[config.mk]
export PLATFORM = sky130hd
export DESIGN_NAME = i2c_bit_bang_master_unit
export DESIGN_NICKNAME = d
export VERILOG_FILES = /design/src/hdl/i2cbb_pkg.sv /design/src/hdl/i2c_bit_bang_master_unit.sv
export SDC_FILE = /design/constraint.sdc
export NUM_CORES = 1
export LEC_CHECK = 0
export ABC_CLOCK_PERIOD_IN_PS = 6940
export BUFFER_PORTS_ARGS = -buffer_cell sky130_fd_sc_hd__buf_4
export CAP_MARGIN = 20
export CELL_PAD_IN_SITES_DETAIL_PLACEMENT = 0
export CELL_PAD_IN_SITES_GLOBAL_PLACEMENT = 1
export CORE_ASPECT_RATIO = 2
export CORE_MARGIN = 5
export CORE_UTILIZATION = 42
export DETAILED_ROUTE_END_ITERATION = 10
export PLACE_DENSITY = 0.86
export SYNTH_ARGS = -nofsm -noshare
export SYNTH_HDL_FRONTEND = slang
export SYNTH_SLANG_ARGS = --single-unit
[constraint.sdc]
create_clock -name clk -period 6.94 [get_ports clk]
set_input_delay 0.347 -clock clk [delete_from_list [all_inputs] [get_ports clk]]
set_output_delay 0.347 -clock clk [all_outputs]
set_load 0.02 [all_outputs]
[src/hdl/i2cbb_pkg.sv]
`timescale 1ns / 1ps
// Shared types, command codes and phase tables for the I2C bit-bang master.
// No dependencies.
package i2cbb_pkg;

	localparam logic [2:0] OP_NONE    = 3'd0;
	localparam logic [2:0] OP_START   = 3'd1;
	localparam logic [2:0] OP_STOP    = 3'd2;
	localparam logic [2:0] OP_WRITE   = 3'd3;
	localparam logic [2:0] OP_READ    = 3'd4;
	localparam logic [2:0] OP_SEND_ACK = 3'd5;
	localparam logic [2:0] OP_RECV_ACK = 3'd6;

	localparam logic [15:0] PHASE_TICKS_RST = 16'd10;
	localparam logic [7:0]  BIT_MSB         = 8'h80;

	typedef struct packed {
		logic [2:0] bit_idx;
		logic [1:0] sub;
	} bit_phase_t;

	// Phase count of each command.
	function automatic logic [4:0] phase_total(input logic [2:0] cmd);
		logic [4:0] n;
		begin
			unique case (cmd)
				OP_START:    n = 5'd4;
				OP_STOP:     n = 5'd3;
				OP_WRITE:    n = 5'd24;
				OP_READ:     n = 5'd25;
				OP_SEND_ACK: n = 5'd3;
				OP_RECV_ACK: n = 5'd4;
				default:     n = 5'd0;
			endcase
			return n;
		end
	endfunction

	// Split a phase number into bit (p / 3, modulo 8) and sub-phase (p % 3).
	// p * 11 >> 5 equals p / 3 for every 5-bit p.
	function automatic bit_phase_t split_phase(input logic [4:0] p);
		logic [8:0] prod;
		logic [3:0] quo;
		logic [5:0] three_q;
		bit_phase_t r;
		begin
			prod    = {4'd0, p} * 9'd11;
			quo     = prod[8:5];
			three_q = {2'd0, quo} * 6'd3;
			r.bit_idx = quo[2:0];
			r.sub     = 2'({1'b0, p} - three_q);
			return r;
		end
	endfunction

endpackage

[src/hdl/i2c_bit_bang_master_unit.sv]
`timescale 1ns / 1ps
// I2C bit-bang master: pin phase sequencer with a registered result stage.
// Depends on i2cbb_pkg.
//
// channel  direction  handshake            payload
// in       input      in_valid / in_ready  op, tx_byte, ack_out, sda_in
// out      output     out_valid/out_ready  scl_level, sda_level, busy_res,
//                                          done_res, rx_byte, ack_in
// cfg      input      cfg_we               cfg_data (phase_ticks)
//
// One transaction per cycle while in_ready is high: each accepted tick updates the
// sequencer state and loads the result register in the same cycle.
// in_ready drops only while a result is held and out_ready is low.
// Reset releases both sequencer pin states, clears the sequencer and sets phase_ticks to 10.
module i2c_bit_bang_master_unit (
	input  logic        clk,
	input  logic        arst_n,
	input  logic        in_valid,
	output logic        in_ready,
	input  logic [2:0]  op,
	input  logic [7:0]  tx_byte,
	input  logic        ack_out,
	input  logic        sda_in,
	output logic        out_valid,
	input  logic        out_ready,
	output logic        scl_level,
	output logic        sda_level,
	output logic        busy_res,
	output logic        done_res,
	output logic [7:0]  rx_byte,
	output logic        ack_in,
	input  logic        cfg_we,
	input  logic [15:0] cfg_data
);

	logic [15:0] phase_ticks_q;
	logic [2:0]  act_q, act_n;
	logic [4:0]  phase_q, phase_n;
	logic [15:0] tick_q, tick_n;
	logic [7:0]  shift_q, shift_n;
	logic        scl_q, scl_n;
	logic        sda_q, sda_n;
	logic [7:0]  rbyte_q, rbyte_n;
	logic        rack_q, rack_n;
	logic        done_n;

	logic        out_valid_q;
	logic        scl_res_q, sda_res_q, busy_res_q, done_res_q, ack_res_q;
	logic [7:0]  rx_res_q;

	logic        accept;
	logic [15:0] limit;
	logic        do_en;
	logic [2:0]  ph_cmd;
	logic [4:0]  ph_p;
	logic [4:0]  ph_next;
	logic [4:0]  ph_m1;
	i2cbb_pkg::bit_phase_t wr_bp, rd_bp;

	assign in_ready = ~out_valid_q | out_ready;
	assign accept   = in_valid & in_ready;
	assign limit    = (phase_ticks_q == 16'd0) ? 16'd1 : phase_ticks_q;
	assign ph_next  = phase_q + 5'd1;

	always_comb begin
		act_n   = act_q;
		phase_n = phase_q;
		tick_n  = tick_q;
		shift_n = shift_q;
		scl_n   = scl_q;
		sda_n   = sda_q;
		rbyte_n = rbyte_q;
		rack_n  = rack_q;
		done_n  = 1'b0;
		do_en   = 1'b0;
		ph_cmd  = act_q;
		ph_p    = phase_q;

		if (act_q == i2cbb_pkg::OP_NONE) begin
			if (op != i2cbb_pkg::OP_NONE && op <= i2cbb_pkg::OP_RECV_ACK) begin
				act_n   = op;
				phase_n = 5'd0;
				tick_n  = 16'd1;
				if (op == i2cbb_pkg::OP_WRITE)
					shift_n = tx_byte;
				else if (op == i2cbb_pkg::OP_SEND_ACK)
					shift_n = {7'd0, ack_out};
				else
					shift_n = 8'd0;
				do_en  = 1'b1;
				ph_cmd = op;
				ph_p   = 5'd0;
			end
		end else if (tick_q >= limit) begin
			if (ph_next >= i2cbb_pkg::phase_total(act_q)) begin
				// last phase ran out: finish and go idle
				if (act_q == i2cbb_pkg::OP_READ)
					rbyte_n = shift_q;
				act_n   = i2cbb_pkg::OP_NONE;
				phase_n = 5'd0;
				tick_n  = 16'd0;
				done_n  = 1'b1;
			end else begin
				phase_n = ph_next;
				tick_n  = 16'd1;
				do_en   = 1'b1;
				ph_p    = ph_next;
			end
		end else begin
			tick_n = tick_q + 16'd1;
		end

		ph_m1 = ph_p - 5'd1;
		wr_bp = i2cbb_pkg::split_phase(ph_p);
		rd_bp = i2cbb_pkg::split_phase(ph_m1);

		if (do_en) begin
			unique case (ph_cmd)
				i2cbb_pkg::OP_START: begin
					if (ph_p == 5'd0)      sda_n = 1'b1;
					else if (ph_p == 5'd1) scl_n = 1'b1;
					else if (ph_p == 5'd2) sda_n = 1'b0;
					else                   scl_n = 1'b0;
				end
				i2cbb_pkg::OP_STOP: begin
					if (ph_p == 5'd0)      sda_n = 1'b0;
					else if (ph_p == 5'd1) scl_n = 1'b1;
					else                   sda_n = 1'b1;
				end
				i2cbb_pkg::OP_WRITE: begin
					if (wr_bp.sub == 2'd0)
						sda_n = |(shift_n & (i2cbb_pkg::BIT_MSB >> wr_bp.bit_idx));
					else if (wr_bp.sub == 2'd1)
						scl_n = 1'b1;
					else
						scl_n = 1'b0;
				end
				i2cbb_pkg::OP_READ: begin
					if (ph_p == 5'd0)
						sda_n = 1'b1;
					else if (rd_bp.sub == 2'd0)
						scl_n = 1'b1;
					else if (rd_bp.sub == 2'd1) begin
						if (sda_in)
							shift_n = shift_n | (i2cbb_pkg::BIT_MSB >> rd_bp.bit_idx);
					end else
						scl_n = 1'b0;
				end
				i2cbb_pkg::OP_SEND_ACK: begin
					if (ph_p == 5'd0)      sda_n = shift_n[0];
					else if (ph_p == 5'd1) scl_n = 1'b1;
					else                   scl_n = 1'b0;
				end
				i2cbb_pkg::OP_RECV_ACK: begin
					if (ph_p == 5'd0)      sda_n = 1'b1;
					else if (ph_p == 5'd1) scl_n = 1'b1;
					else if (ph_p == 5'd2) rack_n = sda_in;
					else                   scl_n = 1'b0;
				end
				default: begin
				end
			endcase
		end
	end

	always_ff @(posedge clk or negedge arst_n) begin
		if (!arst_n) begin
			phase_ticks_q <= i2cbb_pkg::PHASE_TICKS_RST;
		end else if (cfg_we) begin
			phase_ticks_q <= cfg_data;
		end
	end

	always_ff @(posedge clk or negedge arst_n) begin
		if (!arst_n) begin
			act_q   <= i2cbb_pkg::OP_NONE;
			phase_q <= 5'd0;
			tick_q  <= 16'd0;
			shift_q <= 8'd0;
			scl_q   <= 1'b1;
			sda_q   <= 1'b1;
			rbyte_q <= 8'd0;
			rack_q  <= 1'b1;
		end else if (accept) begin
			act_q   <= act_n;
			phase_q <= phase_n;
			tick_q  <= tick_n;
			shift_q <= shift_n;
			scl_q   <= scl_n;
			sda_q   <= sda_n;
			rbyte_q <= rbyte_n;
			rack_q  <= rack_n;
		end
	end

	// result register: hold until taken
	always_ff @(posedge clk or negedge arst_n) begin
		if (!arst_n) begin
			out_valid_q <= 1'b0;
		end else if (accept) begin
			out_valid_q <= 1'b1;
		end else if (out_ready) begin
			out_valid_q <= 1'b0;
		end
	end

	always_ff @(posedge clk) begin
		if (accept) begin
			scl_res_q  <= scl_n;
			sda_res_q  <= sda_n;
			busy_res_q <= (act_n != i2cbb_pkg::OP_NONE);
			done_res_q <= done_n;
			rx_res_q   <= rbyte_n;
			ack_res_q  <= rack_n;
		end
	end

	assign out_valid = out_valid_q;
	assign scl_level = scl_res_q;
	assign sda_level = sda_res_q;
	assign busy_res  = busy_res_q;
	assign done_res  = done_res_q;
	assign rx_byte   = rx_res_q;
	assign ack_in    = ack_res_q;

endmodule
Word-level counts from Yosys, hierarchy flattened:

Cells that the tools add are included.

* flip-flop bits (word level): 73
* output and inout bits: 15

* shift operators: 2
* bitwise operators: 6
* multiplexer cells: 70
* multipliers: 4
* reductions and logical operators: 18
* order comparisons: 3
* add/sub/neg operators: 5
* equality and inequality tests: 19

Operator list (count)
* two-way mux 8 bit: 13
* two-way mux 16 bit: 4
* two-way mux 5 bit: 9
* two-way mux 1 bit: 36
* equality test 3 bit (second input constant): 7
* case mux 5 bit (4 select lines): 1
* multiplier 5 x 4 -> 9 bit (second input constant): 2
* adder 16 x 1 -> 16 bit (second input constant): 1
* greater-or-equal comparator 16 bit: 1
* logical NOT 16 bit: 1
* >> shifter 8 x 3 -> 8 bit (first input constant): 2
* equality test 3 x 2 -> 1 bit (second input constant): 5
* two-way mux 3 bit: 5
* case mux 1 bit (5 select lines): 2
* OR reduction 2 bit: 5
* AND 8 bit: 1
* multiplier 4 x 2 -> 2 bit (second input constant): 2
* bitwise OR 8 bit: 1
* OR reduction 8 bit: 1
* equality test 3 x 1 -> 1 bit (second input constant): 2
* nonzero test 3 bit: 2
* adder 5 x 1 -> 5 bit (second input constant): 1
* equality test 5 x 1 -> 1 bit (second input constant): 1
* equality test 5 x 2 -> 1 bit (second input constant): 1
* 15 further kinds: 21

Longest topological paths before layout:

Gate-level depths: netlist (run 1).

* depth after elaboration: 19
* mapped depth: 33

Worst setup path before layout (run 1):

Ideal clock, no wire load.

* path type: reg2reg
* start: reg act_q[1]
* end: reg shift_q[2]
* arrival time: 7.077 ns
* period minus slack after synthesis: 7.159 ns
* cell stages (with the launch flop): 30
* path slack: -0.219 ns
* data required time: 6.857 ns
* library setup time: 0.083 ns
* cell sequence: dfrtp_1 > clkbuf_1 > clkbuf_1 > mux2_2 > ha_1 > nand2b_1 > a211oi_1 > o21ai_0 > inv_1 > ha_1 > o32ai_1 > inv_1 > ha_1 > xnor2_1 > ha_1 > ha_1 > ha_1 > a31o_2 > a21oi_1 > nor2b_1 > nor2_1 > xor2_1 > inv_1 > ha_1 > xor2_1 > xnor2_1 > nand4b_1 > nor4b_2 > nand3_1 > o21ai_0

* cells in the longest elaborated chain, start to end: 19
* elaborated cells between the ends (all ways): 38
* classes of those cells: 2 x add/sub; 2 x mul; 1 x order compare; 8 x eq/ne; 1 x shift; 18 x mux; 1 x bitwise; 5 x reduce/logical

Ends and longest elaborated chain
* start, declared: line i2c_bit_bang_master_unit.sv:37 `logic [2:0] act_q, act_n;`
* start signal, assigned: line i2c_bit_bang_master_unit.sv:176 `act_q <= i2cbb_pkg::OP_NONE;`
* start signal, assigned: line i2c_bit_bang_master_unit.sv:185 `act_q <= act_n;`
* equality test 3 bit, or another cell as far along: line i2cbb_pkg.sv:26 `unique case (cmd)`
* OR reduction 2 bit (no source line)
* case mux 5 bit (4 select lines): line i2cbb_pkg.sv:26
* two-way mux 5 bit: line i2c_bit_bang_master_unit.sv:94 `end else if (tick_q >= limit) begin`
* two-way mux 5 bit: line i2c_bit_bang_master_unit.sv:79 `if (act_q == i2cbb_pkg::OP_NONE) begin`
* greater-or-equal comparator 5 bit: line i2c_bit_bang_master_unit.sv:95 `if (ph_next >= i2cbb_pkg::phase_total(act_q)) begin`
* two-way mux 5 bit: line i2c_bit_bang_master_unit.sv:95
* two-way mux 5 bit: line i2c_bit_bang_master_unit.sv:94
* (+3 left out)
* multiplier 4 x 2 -> 2 bit / >> shifter 8 x 3 -> 8 bit (equally long branches): line i2cbb_pkg.sv:49, i2c_bit_bang_master_unit.sv:145
* subtractor 2 bit / bitwise OR 8 bit (equally long branches): line i2cbb_pkg.sv:51, i2c_bit_bang_master_unit.sv:145
* equality test 2 x 1 -> 1 bit / two-way mux 8 bit (equally long branches): line i2c_bit_bang_master_unit.sv:143, i2c_bit_bang_master_unit.sv:144
* two-way mux 8 bit: line i2c_bit_bang_master_unit.sv:143 `else if (rd_bp.sub == 2'd1) begin`
* two-way mux 8 bit: line i2c_bit_bang_master_unit.sv:141 `else if (rd_bp.sub == 2'd0)`
* two-way mux 8 bit: line i2c_bit_bang_master_unit.sv:139 `if (ph_p == 5'd0)`
* two-way mux 8 bit: line i2c_bit_bang_master_unit.sv:118 `unique case (ph_cmd)`
* two-way mux 8 bit *: line i2c_bit_bang_master_unit.sv:117 `if (do_en) begin`
* end signal, assigned: line i2c_bit_bang_master_unit.sv:188 `shift_q <= shift_n;`
* end, declared: line i2c_bit_bang_master_unit.sv:40 `logic [7:0] shift_q, shift_n;`

Every way passes the cells marked *; elsewhere a longest branch is shown, timed or not. The select of a mux whose other input is x is not followed.
A chain may end at the register's enable or synchronous reset.

Final worst setup path (run 1):

* start: reg phase_q[1]
* end: reg shift_q[2]

* cells in the longest elaborated chain, start to end: 15
* elaborated cells between the ends (all ways): 24
* classes of those cells: 3 x add/sub; 2 x mul; 1 x order compare; 1 x eq/ne; 1 x shift; 13 x mux; 1 x bitwise; 2 x reduce/logical

Ends and longest elaborated chain
* start, declared: line i2c_bit_bang_master_unit.sv:38 `logic [4:0] phase_q, phase_n;`
* start signal, assigned: line i2c_bit_bang_master_unit.sv:186 `phase_q <= phase_n;`
* adder 5 x 1 -> 5 bit: line i2c_bit_bang_master_unit.sv:63 `assign ph_next = phase_q + 5'd1;`
* greater-or-equal comparator 5 bit: line i2c_bit_bang_master_unit.sv:95
* two-way mux 5 bit: line i2c_bit_bang_master_unit.sv:95
* two-way mux 5 bit: line i2c_bit_bang_master_unit.sv:94
* two-way mux 5 bit: line i2c_bit_bang_master_unit.sv:79
* subtractor 5 x 1 -> 5 bit: line i2c_bit_bang_master_unit.sv:113 `ph_m1 = ph_p - 5'd1;`
* multiplier 5 x 4 -> 9 bit: line i2cbb_pkg.sv:47 `prod = {4'd0, p} * 9'd11;`
* multiplier 4 x 2 -> 2 bit / >> shifter 8 x 3 -> 8 bit (equally long branches): line i2cbb_pkg.sv:49, i2c_bit_bang_master_unit.sv:145
* subtractor 2 bit / bitwise OR 8 bit (equally long branches): line i2cbb_pkg.sv:51, i2c_bit_bang_master_unit.sv:145
* equality test 2 x 1 -> 1 bit / two-way mux 8 bit (equally long branches): line i2c_bit_bang_master_unit.sv:143, i2c_bit_bang_master_unit.sv:144
* two-way mux 8 bit: line i2c_bit_bang_master_unit.sv:143
* two-way mux 8 bit: line i2c_bit_bang_master_unit.sv:141
* two-way mux 8 bit: line i2c_bit_bang_master_unit.sv:139
* two-way mux 8 bit: line i2c_bit_bang_master_unit.sv:118
* two-way mux 8 bit *: line i2c_bit_bang_master_unit.sv:117

Every way passes the cells marked *; elsewhere a longest branch is shown, timed or not.

==> impl_metrics.csv, run 1 <==
group,metric,value,unit
place,dpl_cell_area,0.00598,sq mm
die,design.core.area,0.0122,sq mm
synth,ys_ff_latch,73,
worst_setup_path,reg2regPathDepth,31,
clock_network,cts_root_buffer,"clkbuf_16",
synth,yosysSeqAreaShare,0.362,
global_routing,grt_usage,0.206,
power,irDropWorstVdd,1420,uV
clock_network,cts.sinks,73,
worst_setup_path,worstPathRequired,7200,ps
timing,slew_headroom,0.277,
cells_and_area,utilization,0.527,
clock_network,clock_path_buffers,2,
power,p_int,2.00,mW
timing,fin_hold_ws,89.0,ps
die,die_h,168,microns
synth,async_flop_share,0.822,
routing,dr.pass1.iters,5,
die,design.die.area,0.0150,sq mm
timing,slew_viol_final,0,
synth,ys_warn_count,0,
synth,synthCells,584,
power,seqPwrFrac,0.177,
cells_and_area,multiInputGateArea,0.00314,sq mm
place,io_buffers,48,
synth,netlist_area,0.00525,sq mm
timing,hold_viol,0,
routing,drc,0,
timing,setup_violations,0,
global_routing,grt_pass1_vias,4922,
synth,synth_fp_nets,682,
timing,finalSetupTns,0,ps
power,p_clk_frac,0.154,
hold_path,hold_class,"in2async",
cells_and_area,area_delta_synth_final,22.5,%
routing,wirelength,14800,microns
power,powerDensity,545,mW/mm^2
power,combPwrFrac,0.669,
timing,worstMarginPinSlew,1080,ps
clock_network,insertion_delay,340,ps
die,dieWidth,89.0,microns
worst_setup_path,arrival,6840,ps
clock_network,htree_levels,3,
routing,ant_nets,0,
timing,fin_skew,10.8,ps
cells_and_area,nFillCells,1135,
clock_network,cts_tree,"done",
global_routing,antenna_found_initial,0,
cells_and_area,diodes,0,
clock_network,clkTransAtPathRegs,60,ps
power,leakage,2.95,nW
routing,viasPerCell,5.74,
worst_setup_path,critPathMaxStageDelay,570,ps
power,switching_power,1.50,mW
routing,avgRoutedWirePerCell,18.1,microns
job,cap_violations,0,
clock_network,cts_buffers,9,
synth,synth_ff_type,"dfrtp_1",
worst_setup_path,end_kind,"register",
global_routing,overflow,0,
synth,synth_cell_types,62,
worst_setup_path,r2r_end,"shift_q[2]",
place,hpwlAfterDp,11500,microns
routing,dr.first_iter.drc_count,285,
timing,min_period,6580,ps
worst_setup_path,r2r_setup_slack,360,ps
worst_setup_path,cp_max_fo,5,
clock_network,hold_buffers,0,
worst_setup_path,cpMaxStageDelayCell,"or4_4",
cells_and_area,regArea,0.00190,sq mm
routing,vias,4693,
power,finalPower,3.50,mW
timing,max_freq,152,MHz
worst_setup_path,timing.rr.start,"phase_q[1]",
worst_setup_path,worst-setup-path-type,"reg2reg",
cells_and_area,drive_above_1_share,0.215,
worst_setup_path,startpoint_type,"register",
cells_and_area,final_cell_area,0.00642,sq mm
worst_setup_path,crit_top_cell,"ha_1",
cells_and_area,final_nets,764,
power,swShare,0.429,
timing,finalCritPeriodShare,0.949,
place,gp_congestion,0.958,
outcome,status,"complete, no violations",
synth,avgSynthCellArea,8.98,sq um
die,start_util,0.430,
die,ios,49,
die,num_rows,57,
global_routing,grt_pass1_wl,23900,microns
synth,synth_edf_count,13,
global_routing,grt_max_degree,61,
==> worst max-delay path, delay by kind of cell (launching register included) <==
| kind | cells | cell delay, ps |
|---|---|---|
| simple gates | 7 | 1480 |
| compound gates | 5 | 950 |
| buf+inv | 7 | 730 |
| fa+ha+maj | 7 | 1930 |
| flops | 1 | 400 |
| xor+xnor | 5 | 990 |
==> Yosys cell counts, types with 2 or more instances <==
cell | instances | area, sq um
nand3_1 | 15 | 75.1
nand4_1 | 9 | 56.3
dfstp_2 | 5 | 131
o21ai_0 | 48 | 240
fa_1 | 2 | 40.0
a22oi_1 | 11 | 82.6
edfxtp_1 | 13 | 390
a211oi_1 | 4 | 30.0
or4_4 | 2 | 22.5
a22o_1 | 3 | 26.3
xor2_1 | 15 | 131
nor2b_1 | 4 | 25.0
or3_1 | 5 | 31.3
dfrtp_1 | 55 | 1380
a21o_1 | 5 | 37.5
xnor2_1 | 13 | 114
o31ai_1 | 2 | 15.0
clkbuf_1 | 17 | 63.8
a31oi_1 | 2 | 12.5
o32ai_1 | 4 | 35.0
inv_1 | 50 | 188
ha_1 | 62 | 776
o211ai_1 | 4 | 30.0
o21bai_1 | 3 | 22.5
mux2_2 | 13 | 146
nor4_1 | 7 | 43.8
nand3b_1 | 2 | 15.0
a222oi_1 | 2 | 20.0
a21oi_1 | 22 | 110
nor2_1 | 62 | 233
a31o_2 | 2 | 17.5
nand2_1 | 63 | 236
nand2b_1 | 9 | 56.3
nor3_1 | 14 | 70.1
a221oi_1 | 3 | 26.3
o21ai_1 | 2 | 10.0
and3_1 | 4 | 25.0
o221ai_1 | 2 | 17.5
==> per-stage QoR <==
stage                     setup WS (ps)  instances
after floorplan                    28.0        584
after global placement              262        794
after detailed placement           46.0        794
after CTS                           171        810
after global routing              -24.2        818
final                               355        818
==> layout make-up <==
type / count / share of cell area
inverters: 51 / 0.0298
repair buffers: 89 / 0.104
clock buffers: 10 / 0.0356
well taps: 147 / 0.0286
flip-flops and latches: 73 / 0.295
clock inverters: 6 / 0.0179
multi-input cells: 442 / 0.489
==> registers in the layout, indices dropped and copies added, names as in the netlist, 3 cells and up <==
name / cells
act_q: 3
phase_ticks_q: 16
rbyte_q: 8
shift_q: 8
tick_q: 16
phase_q: 5
rx_byte: 8
==> per-layer routing <==
metal / vias to the layer above / global-route usage / routed length (microns)
li1: 2243 / - / -
met3: 51 / 0.0303 / 659
met5: - / 0 / 0
met1: 2265 / 0.209 / 5060
met4: 0 / 0.141 / 1020
met2: 134 / 0.371 / 8040
==> power groups by stage <==
| stage | clock, mW | combinational, mW | sequential [mW] |
|---|---|---|---|
| after global routing | 0.564 | 2.63 | 0.631 |
| after CTS | 0.548 | 2.25 | 0.618 |
| after global placement | 0 | 2.15 | 0.622 |
| final | 0.538 | 2.34 | 0.619 |
| after detailed placement | 0 | 2.24 | 0.624 |
| after floorplan | 0 | 1.54 | 0.607 |
==> worst max path at each step <==
stage / depth (start not counted) / to / slack, ps / start
after floorplan: 29 / shift_q[2] / 30 / act_q[1]
after global placement: 31 / shift_q[6] / 260 / phase_q[0]
after global routing: 31 / shift_q[2] / -20 / phase_q[1]
after CTS: 31 / shift_q[2] / 170 / phase_q[0]
after detailed placement: 31 / shift_q[2] / 50 / phase_q[0]
final: 31 / shift_q[2] / 360 / phase_q[1]
==> placed cells by master, fill, tap and decap left out, drive strengths merged, types with 3 or more instances in the layout <==
cell type and count:
o32ai 5, dfstp 5, bufinv 3, xnor2 14, dfrtp 55, edfxtp 13, and3 5, a22oi 11
inv 51, o211ai 4, buf 88, nor2b 4, xor2 15, nor3 14, o21ai 50, nand2 63
nor2 62, a22o 3, o21bai 3, a211oi 4, nand2b 9, a221oi 3, a21oi 22, a21o 5
mux2 13, ha 62, or3 5, nor4 8, nand4 9, clkbuf 11, nand3 15
==> logic make-up after synthesis <==
group / Yosys count / synth area share
muxes: 14 / 0.0298
adders and majority gates: 64 / 0.155
DFF: 73 / 0.362
and+or+nand+nor: 201 / 0.180
buffers and inverters: 69 / 0.0496
AOI/OAI and AO/OA: 134 / 0.171
xor gates and xnor gates: 29 / 0.0520
==> timing repair <==
item | 4_1_cts | 5_1_grt
setup endpoints to repair | 1 | 12
buffers inserted | 0 | 7
resized for setup | 1 | 9
pin swaps | 0 | 4
(Power assumes the default switching activity.)
==> run 2: changes to the inputs <==
--- a/config.mk
+++ b/config.mk
@@ -13,8 +13,10 @@
 export CORE_ASPECT_RATIO = 2
 export CORE_MARGIN = 5
 export CORE_UTILIZATION = 42
+export CTS_CLUSTER_SIZE = 28
 export DETAILED_ROUTE_END_ITERATION = 10
 export PLACE_DENSITY = 0.86
+export RECOVER_POWER = 50
 export SYNTH_ARGS = -nofsm -noshare
 export SYNTH_HDL_FRONTEND = slang
 export SYNTH_SLANG_ARGS = --single-unit
==> impl_metrics.csv, run 2 (synthesis gave the netlist of run 1 again) <==
group,metric,value,unit
die,num_rows,57,
worst_setup_path,cpMaxStageDelayCell,"or4_4",
timing,hold_viol,0,
worst_setup_path,startpoint_type,"register",
routing,vias,4719,
worst_setup_path,crit_cells,31,
worst_setup_path,crit_top_cell,"ha_1",
global_routing,grt_max_degree,61,
clock_network,clock_path_buffers,2,
die,dieWidth,89.0,microns
job,cap_violations,1,
timing,max_freq,152,MHz
worst_setup_path,worstPathRequired,7200,ps
place,hpwlAfterDp,11500,microns
routing,dr.first_iter.drc_count,282,
global_routing,grt_usage,0.206,
hold_path,hold_class,"in2reg",
cells_and_area,final_nets,764,
cells_and_area,layout_commonest_cell,"buf_4",
worst_setup_path,arrival,6850,ps
clock_network,htree_levels,3,
global_routing,grt_pass1_vias,4922,
die,design.die.area,0.0150,sq mm
clock_network,hold_buffers,0,
routing,dr.pass1.iters,5,
cells_and_area,top_regs,"phase_ticks_q: 16 flops, tick_q: 16 flops",
cells_and_area,drive_above_1_share,0.207,
cells_and_area,area_delta_synth_final,22.1,%
die,start_util,0.430,
global_routing,antenna_found_initial,0,
timing,setup_violations,0,
hold_path,hold_depth,2,
power,powerDensity,546,mW/mm^2
routing,avgRoutedWirePerCell,18.0,microns
timing,slew_headroom,-1.23,
cells_and_area,nFillCells,1134,
power,finalPower,3.50,mW
timing,slew_viol_final,61,
timing,finalSetupTns,0,ps
outcome,violations,"max-capacitance violations, max-slew violations",
routing,ant_nets,0,
worst_setup_path,reg2regPathDepth,31,
timing,fin_skew,11.2,ps
timing,min_period,6600,ps
outcome,status,"complete, but fails checks",
worst_setup_path,end_kind,"register",
routing,viasPerCell,5.77,
cells_and_area,regArea,0.00190,sq mm
timing,finalCritPeriodShare,0.951,
die,die_h,168,microns
power,leakage,2.93,nW
power,irDropWorstVdd,1420,uV
die,ios,49,
global_routing,grt_pass1_wl,23900,microns
worst_setup_path,worst-setup-path-type,"reg2reg",
cells_and_area,multiInputGateArea,0.00314,sq mm
clock_network,cts_tree,"done",
cells_and_area,diodes,0,
place,io_buffers,48,
worst_setup_path,critPathMaxStageDelay,570,ps
die,design.core.area,0.0122,sq mm
worst_setup_path,cp_top_family,"adder cells",
routing,wirelength,14700,microns
cells_and_area,mostFrequentLayoutCells,"buf_4 (83), nand2_1 (63), nor2_1 (61)",
clock_network,cts_buffers,9,
timing,worstMarginPinSlew,3350,ps
clock_network,cts.sinks,73,
worst_setup_path,cp_max_fo,5,
global_routing,overflow,0,
clock_network,clkTransAtPathRegs,60,ps
clock_network,cts_root_buffer,"clkbuf_16",
routing,drc,0,
place,gp_congestion,0.958,
clock_network,insertion_delay,340,ps
worst_setup_path,crit_buf_inv,7,
[run 2: cell count changes in the layout (fill, tap and decap cells not counted)]
cell	before	now
buf_4	88	83
clkbuf_1	1	6
[run 2: metal layers]
layer / share of wire / up-vias / GRT usage
li1: - / 2244 / -
met1: 0.34 / 2279 / 0.209
met2: 0.55 / 143 / 0.371
met3: 0.042 / 53 / 0.0303
met4: 0.070 / 0 / 0.141
met5: 0 / - / 0
[run 2: cell type report]
class | instances | share of cell area
multi-input cells | 442 | 0.490
flip-flops and latches | 73 | 0.296
well taps | 147 | 0.0287
repair buffers | 89 | 0.101
clock buffers | 10 | 0.0357
inverters | 51 | 0.0299
clock inverters | 6 | 0.0180
[run 2: final timing paths]
| path | startpoint | to | slack (ps) |
|---|---|---|---|
| worst max-delay path | phase_q[1] | shift_q[2] | 340 |
| worst min-delay path | in_valid | out_valid | 210 |
| worst max register to register | phase_q[1] | shift_q[2] | 340 |
| worst min register to register | rbyte_q[7] | rbyte_q[7] | 500 |
| max in group asynchronous | arst_n | rbyte_q[2] | 3910 |
| min in group asynchronous | arst_n | phase_q[0] | 1130 |
[run 2: metrics by stage]
stage          setup WS (ps)  hold slack (ps)  utilization  instance area [sq um]  instances
2_1_floorplan           28.0             51.4            -                   5250        584
3_3_place_gp             262              477        0.490                   5980        794
3_5_place_dp            46.0              480        0.490                   5980        794
4_1_cts                  171              121        0.519                   6320        810
5_1_grt                -24.2              210        0.525                   6410        818
6_report                 341              215        0.525                   6410        818
[run 2: worst register-to-register path: cells and delay by family (launching register included)]
kind / cells / cell delay [ps]
AND/OR/NAND/NOR: 7 / 1480
adder cells (fa/ha/maj): 7 / 1930
buffers and inverters: 7 / 730
flip-flops: 1 / 410
AO/OA/AOI/OAI: 5 / 950
XOR/XNOR: 5 / 990
[run 2: timing repair]
action                     in CTS  in global routing
resized for setup               1                  9
cloned                          0                  0
pin swaps                       0                  4
setup buffers                   0                  7
setup endpoints to repair       1                 12
[run 2: power by group]
group / switching, mW / total, mW / internal [mW]
Clock: 0.185 / 0.538 / 0.353
Combinational: 1.23 / 2.34 / 1.11
Sequential: 0.0825 / 0.619 / 0.536
Total: 1.50 / 3.50 / 2.00
==> run 3: changes to the inputs <==
--- a/config.mk
+++ b/config.mk
@@ -15,7 +15,7 @@
 export CORE_UTILIZATION = 42
 export CTS_CLUSTER_SIZE = 28
 export DETAILED_ROUTE_END_ITERATION = 10
-export PLACE_DENSITY = 0.86
+export PLACE_DENSITY = 0.74
 export RECOVER_POWER = 50
 export SYNTH_ARGS = -nofsm -noshare
 export SYNTH_HDL_FRONTEND = slang
==> impl_metrics.csv, run 3 (synthesis gave the netlist of run 1 again) <==
group,metric,value,unit
hold_path,hold_end,"out_valid",
cells_and_area,diodes,0,
routing,vias,4607,
hold_path,hp-start,"in_valid",
clock_network,clock_path_buffers,2,
job,cap_violations,1,
clock_network,clkTransAtPathRegs,60,ps
worst_setup_path,timing.rr.start,"tick_q[13]",
worst_setup_path,worstPathRequired,7200,ps
die,design.die.area,0.0150,sq mm
clock_network,htree_levels,3,
place,io_buffers,48,
worst_setup_path,r2r_end,"shift_q[2]",
cells_and_area,top_regs,"phase_ticks_q: 16 flops, tick_q: 16 flops",
global_routing,antenna_found_initial,0,
routing,drc,0,
place,gp_congestion,0.917,
global_routing,grt_max_degree,61,
routing,dr.first_iter.drc_count,225,
die,ios,49,
clock_network,cts_buffers,9,
power,finalPower,3.65,mW
timing,slew_viol_final,61,
power,leakage,2.90,nW
timing,fin_hold_ws,209,ps
power,powerDensity,570,mW/mm^2
die,die_h,168,microns
global_routing,grt_pass1_wl,23600,microns
place,dpl_cell_area,0.00592,sq mm
worst_setup_path,cp_max_fo,10,
routing,ant_nets,0,
global_routing,grt_pass1_vias,4770,
worst_setup_path,reg2regPathDepth,28,
timing,min_period,6600,ps
worst_setup_path,cpMaxStageDelayCell,"or4_4",
timing,setup_violations,0,
timing,setup_slack,335,ps
clock_network,insertion_delay,340,ps
worst_setup_path,end_kind,"register",
timing,max_freq,151,MHz
die,design.core.area,0.0122,sq mm
global_routing,grt_usage,0.205,
worst_setup_path,arrival,6860,ps
worst_setup_path,worst-setup-path-type,"reg2reg",
timing,finalCritPeriodShare,0.952,
cells_and_area,drive_above_1_share,0.212,
global_routing,overflow,0,
clock_network,cts_root_buffer,"clkbuf_16",
worst_setup_path,critPathMaxStageDelay,570,ps
cells_and_area,mostFrequentLayoutCells,"buf_4 (76), nand2_1 (63), nor2_1 (61)",
routing,viasPerCell,5.67,
cells_and_area,layout_commonest_cell,"buf_4",
die,num_rows,57,
outcome,status,"complete, but fails checks",
worst_setup_path,startpoint_type,"register",
die,dieWidth,89.0,microns
place,dpl_worst_slack,-217,ps
hold_path,hold_class,"in2reg",
clock_network,hold_buffers,0,
routing,wirelength,14900,microns
power,irDropWorstVdd,1540,uV
timing,finalSetupTns,0,ps
worst_setup_path,r2r_setup_slack,340,ps
place,hpwlAfterDp,11500,microns
clock_network,cts.sinks,73,
outcome,violations,"max-capacitance violations, max-slew violations",
routing,avgRoutedWirePerCell,18.3,microns
timing,worstMarginPinSlew,3410,ps
routing,dr.pass1.iters,5,
timing,fin_skew,6.12,ps
timing,hold_viol,0,
hold_path,hold_depth,2,
clock_network,cts_tree,"done",
cells_and_area,final_nets,758,
cells_and_area,final_cell_area,0.00641,sq mm
cells_and_area,area_delta_synth_final,22.2,%
die,start_util,0.430,
timing,slew_headroom,-1.27,
==> run 3: cell types whose count changed in the layout (fill, tap and decap cells not counted), sizes merged <==
cell and delta:
buf -7, clkinv +1, and3 +1, bufinv -1
==> run 3: area by class of cell <==
class / count / area [sq um]
fillers: 1147 / 5790
multi-input cells: 443 / 3220
flip-flops and latches: 73 / 1900
repair buffers: 82 / 594
clock buffers: 10 / 229
inverters: 51 / 191
well taps: 147 / 184
clock inverters: 6 / 90.1
==> run 3: per-layer routing <==
metal  wire [microns]  up-vias  share of wire  global-route usage
li1                 -     2229              -                   -
met1             5240     2236           0.35               0.209
met2             8590      105           0.58               0.389
met3              473       37          0.032              0.0259
met4              588        0          0.039               0.101
met5                0        -              0                   0
==> run 3: power by group <==
group	switching [mW]	leakage (nW)	total, mW	internal (mW)
Sequential	0.0823	0.848	0.619	0.537
Clock	0.194	0.153	0.510	0.316
Combinational	1.39	1.90	2.52	1.13
==> run 3: how the worst max path moves through the flow <==
| stage | from | end | slack [ps] | depth (start not counted) |
|---|---|---|---|---|
| 2_1_floorplan | act_q[1] | shift_q[2] | 30 | 29 |
| 3_3_place_gp | phase_q[0] | sda_level | 40 | 26 |
| 3_5_place_dp | phase_q[0] | shift_q[2] | -220 | 29 |
| 4_1_cts | phase_q[0] | shift_q[2] | 30 | 30 |
| 5_1_grt | phase_q[1] | shift_q[6] | -60 | 31 |
| 6_report | tick_q[13] | shift_q[2] | 340 | 28 |
==> run 3: what timing repair did <==
item                       4_1_cts  5_1_grt
setup endpoints to repair       10       11
pin swaps                        1       12
resized for setup                2       20
buffers inserted                 0        7
cloned                           0        1
==> run 3: per-stage QoR <==
stage	std cells	util
6_report	812	0.526
5_1_grt	812	0.526
4_1_cts	802	0.513
3_5_place_dp	786	0.485
3_3_place_gp	786	0.485
2_1_floorplan	584	-
==> run 3: worst max-delay path, delay by kind of cell (launching register included) <==
kind	cells	cell delay, ps
buffers and inverters	5	490
and+or+nand+nor	9	2270
AOI/OAI and AO/OA	4	850
xor gates and xnor gates	4	800
adders and majority gates	6	1660
DFF	1	420
